===== src/hw/rtl/assert_macros.svh =====
// Assertion macros shared by the chorus delay RTL.
// Needs clk and rst in scope at the point of use.
`ifndef ASSERT_MACROS_SVH
`define ASSERT_MACROS_SVH

// Checked only outside reset.
`define CMD_ASSERT(label, prop, msg) \
  label: assert property (@(posedge clk) disable iff (rst) prop) else $error(msg);

// Checked on every edge, reset included.
`define CMD_ASSERT_ALWAYS(label, prop, msg) \
  label: assert property (@(posedge clk) prop) else $error(msg);

`endif


===== src/hw/rtl/cmd_pkg.sv =====
// Package for the chorus modulated delay: widths, word types, register codes
// and the sine table generator. No dependencies.
package cmd_pkg;

  localparam int SAMPLE_W         = 16;
  localparam int FRAME_W          = 2 * SAMPLE_W;
  localparam int MEAN_W           = 11;
  localparam int SWING_W          = 11;
  localparam int PHASE_W          = 32;
  localparam int SINE_W           = 16;
  localparam int CFG_IDX_W        = 2;
  localparam int CFG_DATA_W       = 32;
  localparam int DEPTH_DEF        = 4096;
  localparam int SINE_ENTRIES_DEF = 1024;

  localparam logic [MEAN_W-1:0]  MEAN_RST  = MEAN_W'(512);
  localparam logic [SWING_W-1:0] SWING_RST = SWING_W'(128);
  localparam logic [PHASE_W-1:0] STEP_RST  = PHASE_W'(4000000);

  typedef enum logic [CFG_IDX_W-1:0] {
    CFG_DELAY_MEAN  = 2'd0,
    CFG_DELAY_SWING = 2'd1,
    CFG_PHASE_STEP  = 2'd2
  } cfg_reg_t;

  typedef struct packed {
    logic signed [SAMPLE_W-1:0] left_in;
    logic signed [SAMPLE_W-1:0] right_in;
  } frame_in_t;

  typedef struct packed {
    logic signed [SAMPLE_W-1:0] left_out;
    logic signed [SAMPLE_W-1:0] right_out;
  } frame_out_t;

  typedef struct packed {
    logic [MEAN_W-1:0]  delay_mean;
    logic [SWING_W-1:0] delay_swing;
    logic [PHASE_W-1:0] phase_step;
  } cmd_cfg_t;

  // Quarter-wave polynomial, Q15 in and out.
  function automatic longint unsigned quarter_wave(longint unsigned x);
    longint unsigned x2;
    longint unsigned t;
    longint unsigned y;
    x2 = (x * x) >> 15;
    t  = 64'd21024 - ((64'd2320 * x2) >> 15);
    t  = 64'd51472 - ((t * x2) >> 15);
    y  = (t * x) >> 15;
    return (y > 64'd32767) ? 64'd32767 : y;
  endfunction

  // Table entry idx of a 2^lg entry full-cycle sine, Q1.15.
  function automatic logic signed [SINE_W-1:0] sine_entry(int idx, int lg);
    longint unsigned i4;
    longint unsigned q;
    longint unsigned x;
    longint unsigned v;
    i4 = 64'(idx) * 64'd4;
    q  = i4 >> lg;
    x  = ((i4 & ((64'd1 << lg) - 64'd1)) << 15) >> lg;
    if (q[0]) begin
      x = 64'd32768 - x;
    end
    v = quarter_wave(x);
    return q[1] ? -SINE_W'(v) : SINE_W'(v);
  endfunction

endpackage


===== src/hw/rtl/cmd_cfg_regs.sv =====
// Configuration registers of the chorus delay: mean, swing and phase step.
// Depends on cmd_pkg.
module cmd_cfg_regs
  import cmd_pkg::*;
(
  input  logic                  clk,
  input  logic                  rst,
  input  logic                  cfg_valid,
  output logic                  cfg_ready,
  input  logic [CFG_IDX_W-1:0]  cfg_index,
  input  logic [CFG_DATA_W-1:0] cfg_data,
  output cmd_cfg_t              cfg
);

  assign cfg_ready = 1'b1;

  always_ff @(posedge clk) begin
    if (rst) begin
      cfg.delay_mean  <= MEAN_RST;
      cfg.delay_swing <= SWING_RST;
      cfg.phase_step  <= STEP_RST;
    end else if (cfg_valid) begin
      unique case (cfg_index)
        CFG_DELAY_MEAN:  cfg.delay_mean  <= cfg_data[MEAN_W-1:0];
        CFG_DELAY_SWING: cfg.delay_swing <= cfg_data[SWING_W-1:0];
        CFG_PHASE_STEP:  cfg.phase_step  <= cfg_data[PHASE_W-1:0];
        default: ;
      endcase
    end
  end

endmodule


===== config.mk =====
export PLATFORM = sky130hd
export DESIGN_NAME = cmd_cfg_regs
export DESIGN_NICKNAME = d
export VERILOG_FILES = /design/src/hw/rtl/assert_macros.svh /design/src/hw/rtl/cmd_pkg.sv /design/src/hw/rtl/cmd_cfg_regs.sv
export SDC_FILE = /design/constraint.sdc
export NUM_CORES = 1
export LEC_CHECK = 0
export ABC_AREA = 1
export BUFFER_PORTS_ARGS = -buffer_cell sky130_fd_sc_hd__buf_2
export CORE_UTILIZATION = 25
export CTS_CLUSTER_DIAMETER = 150
export DETAILED_ROUTE_END_ITERATION = 10
export GPL_TIMING_DRIVEN = 0
export HOLD_SLACK_MARGIN = 0.08
export PLACE_DENSITY = 0.52
export SYNTH_ARGS = -nofsm -noshare
export SYNTH_HDL_FRONTEND = slang
export SYNTH_SLANG_ARGS = --single-unit

===== constraint.sdc =====
create_clock -name clk -period 0.99 [get_ports clk]
set_input_delay 0.1485 -clock clk [delete_from_list [all_inputs] [get_ports clk]]
set_output_delay 0.1485 -clock clk [all_outputs]
set_load 0.05 [all_outputs]

==> results.tsv, run 1 <==
metric	value	unit
status	complete, no violations	
min_to	cfg[18]$_SDFFE_PP1P_	
powerDensity	1380	nW/um^2
rr_startpoint	cfg[38]$_SDFFE_PP0P_	
largest_register_ff_count	54	
whs_path_depth	3	
rsz0062_at_grt	yes	
yosysMostFrequentCell	nand2_1	
cp-startpoint	cfg[36]$_SDFFE_PP0P_	
num_vias	2297	
drive_gt1_share	36.6	%
root_buffer	clkbuf_8	
synthArstFlopShare	0	%
cts_tree	done	
slowest_stage	dfxtp_2	
r2r_end	cfg[38]$_SDFFE_PP0P_	
nets	482	
yosysTopAreaCell	dfxtp_1	
leakagePower	1.80	nW
area_growth	54.9	%
period_share	97.6	%
drt_iter0_drc	67	
cap_violations	0	
ys_warn_count	0	
drtAntennaViolNets	0	
setup_viol	0	
fin_crit	966	ps
overflow	0	
hold_ws	99.3	ps
register_area	1150	sq um
start_util	25.7	%
fmaxAchievable	1040	MHz
path_max_fanout	2	
clk_path_buf_depth	2	
crit_required	840	ps
dr.pass1.iters	4	
hp-start	cfg_data[18]	
post-route-drc-count	0	
vias_per_cell	4.15	
die_w	96.4	microns
hold_class	in2reg	
relSlewSlack	63.2	%
path_buf_inv	1	
synth_nets	371	
cts_setup_buffers	0	
portBuffers	89	
synth.yosys.seq_area_share	48.5	%
die_h	96.4	microns
grt_antenna_before_repair	0	
cts_made_buffers	5	
syn_avg_cell_area	6.67	sq um
clock_latency	290	ps
clk_pin_slew	90	ps
wl	6330	microns
ys_types	15	
place_inst	531	
multi_input_area	863	sq um
coreArea	8680	sq um
grt_pass1_wl	9920	microns
antenna_cells	0	
largestRegisters	cfg x54	
reg2regPathDepth	4	
htreeDepth	2	
synth_cells	334	
first_global_vias	2100	
arrival	820	ps
finalPower	4.75	mW
synth_common_cells	nand2_1, nor2_1, dfxtp_1, inv_1, nand3_1	
critical-path-max-stage-delay	370	ps
r2r_slack	330	ps
cp-end-kind	primary output	
top_register	cfg	
clock-sinks	54	
io_pins	92	
finalWeightedCongestion	0.746	
synth-main-ff-cell	dfxtp_1	
grt_usage	14.0	%
crit_family	flip-flops	
slew_viol_final	0	
netlist.area_leader.share	48.5	%
avgRoutedWirePerCell	11.4	microns
crit_type	reg2out	
dieArea	9290	sq um
fin_skew	0	ps
vdd.ir_drop.worst	650	uV
synth_area_leaders	dfxtp_1, nand2_1, nor2_1, inv_1, nand3_1	
netlist_area	2230	sq um
synth_edf_count	0	
final_cells	553	
worstPathCellList	buf_8	
rows	34	
ys_seq_elements	54	
dp_hpwl	4550	microns
n_fill_cell	937	
hold_violations	0	
startpoint_type	flop	
grt_max_degree	15	
worstMarginPinSlew	551	ps
## metrics by stage
step	setup slack, ps	util [%]	TNS, ps	area [sq um]
floorplan	20.7	-	0	2230
global placement	-170	32.4	-7100	2810
detailed placement	-179	32.4	-7360	2810
CTS	0.542	39.1	0	3390
global route	-4.41	39.7	-6.31	3450
finish	24.1	39.7	0	3450
## cells by family (layout without fill, tap and decap cells)
kind of cell	after synthesis	after routing	synth area share, %
DFF	54	54	48.5
other	1	1	0.168
buffers and inverters	68	179	12.7
AOI/OAI and AO/OA	10	10	2.25
and+or+nand+nor	201	201	36.3
## report_power, final
group | switching, mW | leakage (nW) | internal, mW
sequential | 0.0809 | 0.457 | 2.31
combinational | 0.748 | 1.31 | 0.433
clock | 0.690 | 0.0383 | 0.490
## cells in the final DEF (no fill, tap or decap), drive strengths merged
cell,synthesis,routed
buf,13,102
nand2,90,90
nor2,81,81
dfxtp,54,54
inv,48,48
nand3,22,22
dlygate4sd3,0,15
clkbuf,7,14
a21oi,10,10
nand4,8,8
conb,1,1
## metal layers
metal	global-route usage, %	routed length (microns)	vias to the layer above
met5	0	0	-
met4	2.94	40	0
met3	2.97	321	5
met2	23.9	2940	57
met1	18.1	3030	1022
li1	-	-	1213
## final cells by class
class | instances | area share (%)
Sequential cell | 54 | 33.3
Clock buffer | 7 | 2.21
Multi-Input combinational cell | 212 | 25.0
Buffer | 20 | 2.97
Inverter | 48 | 5.22
Tap cell | 108 | 3.92
Timing Repair Buffer | 104 | 27.4
## worst max-delay path by stage
| stage | to | slack (ps) | cells after the start |
|---|---|---|---|
| 3_3_place_gp | cfg[6]$_SDFFE_PP0P_ | -170 | 7 |
| 3_5_place_dp | cfg[53]$_SDFFE_PP0P_ | -180 | 5 |
| 4_1_cts | cfg[48] | 0.5 | 1 |
| 6_report | cfg[36] | 20 | 1 |
| 5_1_grt | cfg[36] | -4 | 1 |
| 2_1_floorplan | cfg[11]$_SDFFE_PP1P_ | 20 | 6 |
## worst reg2reg max path: stages, from the launching register on
cell and delay (ps):
dfxtp_2 350, inv_1 40, nand2_1 50, nand2_1 50
nor2_1 110
## timing repair
action	4_1_cts	5_1_grt
hold buffers	15	0
endpoints found under the setup margin	54	35
cloned	0	0
endpoints found under the hold margin	15	0
resized for setup	128	36
(Power assumes the default switching activity.)
==> run 2, diff against run 1 <==
clock period = 0.8 ns   (was 0.99 ns; I/O delays follow)
==> results.tsv, run 2 (same netlist as run 1, synthesis figures left out) <==
metric	value	unit
clock_latency	300	ps
crit_type	reg2out	
fin_crit	946	ps
multi_input_area	876	sq um
area_growth	73.3	%
portBuffers	89	
die_w	96.4	microns
rsz0062_at_grt	yes	
critical-path-max-stage-delay	370	ps
n_fill_cell	895	
cts_tree	done	
wl	6490	microns
r2r_slack	60	ps
period_share	118	%
path_max_fanout	2	
clk_path_buf_depth	2	
dieArea	9290	sq um
drtAntennaViolNets	0	
crit_required	680	ps
coreArea	8680	sq um
hold_class	in2reg	
root_buffer	clkbuf_8	
num_vias	2337	
fmaxAchievable	1060	MHz
io_pins	92	
finalWeightedCongestion	0.713	
rows	34	
worstPathCellList	buf_8	
dr.pass1.iters	4	
path_buf_inv	1	
avgRoutedWirePerCell	11.4	microns
grt_pass1_wl	10200	microns
dp_hpwl	4570	microns
layout_common_cells	nand2_1, nor2_1, dfxtp_2, buf_8, inv_1	
fin_setup_tns	-6790	ps
slowest_stage	dfxtp_2	
largestRegisters	cfg x54	
vdd.ir_drop.worst	957	uV
arrival	830	ps
nets	495	
slew_viol_final	0	
overflow	0	
violations	setup timing	
setup_ws	-146	ps
post-route-drc-count	0	
grt_antenna_before_repair	0	
setup_viol	54	
cp-end-kind	primary output	
register_area	1150	sq um
leakagePower	1.97	nW
vias_per_cell	4.12	
die_h	96.4	microns
drt_iter0_drc	66	
startpoint_type	flop	
final_area	3860	sq um
clock-sinks	54	
mostFrequentLayoutCell	nand2_1	
antenna_cells	0	
htreeDepth	2	
hold_violations	0	
drive_gt1_share	37.9	%
grt_usage	14.2	%
fin_skew	0	ps
crit_family	flip-flops	
status	complete, but fails checks	
first_global_vias	2168	
powerDensity	1780	nW/um^2
placed_cell_area	2920	sq um
start_util	25.7	%
cts_made_buffers	5	
cap_violations	0	
grt_max_degree	17	
top_register	cfg	
clk_pin_slew	100	ps
largest_register_ff_count	54	
-- run 2: per-stage QoR --
step | hold WS, ps | std cells | total power, mW | setup slack, ps | util (%)
CTS | 83.7 | 565 | 6.87 | -161 | 43.2
finish | 89.3 | 567 | 6.86 | -146 | 44.5
global route | 99.0 | 567 | 7.16 | -183 | 44.5
floorplan | 255 | 334 | 3.89 | -31.1 | -
detailed placement | 350 | 531 | 4.25 | -358 | 33.6
global placement | 341 | 531 | 4.24 | -352 | 33.6
-- run 2: final timing paths --
kind / to / startpoint / cells after the start
max: cfg[38] / cfg[38]$_SDFFE_PP0P_ / 1
min: cfg[6]$_SDFFE_PP0P_ / cfg_data[6] / 3
max reg2reg: cfg[32]$_SDFFE_PP0P_ / cfg[32]$_SDFFE_PP0P_ / 5
min reg2reg: cfg[20]$_SDFFE_PP1P_ / cfg[20]$_SDFFE_PP1P_ / 2
-- run 2: repair_timing --
item                                    4_1_cts  5_1_grt
gates resized for setup                     134       30
endpoints found under the hold margin        24        0
hold buffers                                 26        0
endpoints found under the setup margin       62       71
setup buffers                                 0        2
-- run 2: layout make-up --
type                            instances  area share (%)
Sequential cell                        54            29.8
Tap cell                              108            3.50
Timing Repair Buffer                  117            32.0
Buffer                                 20            3.63
Clock buffer                            6            2.14
Clock inverter                          2            1.56
Multi-Input combinational cell        212            22.7
Inverter                               48            4.73
-- run 2: per-layer routing --
metal / global-route usage (%) / vias up / wire, microns
met1: 17.8 / 1041 / 3040
met4: 3.31 / 0 / 37
met5: 0 / - / 0
met2: 24.6 / 56 / 3100
met3: 3.36 / 4 / 312
li1: - / 1236 / -
-- run 2: report_power, final --
group          switching, mW  leakage [nW]  internal (mW)
combinational          0.943          1.45          0.681
sequential             0.122         0.457           2.86
clock                  0.920        0.0714           1.34
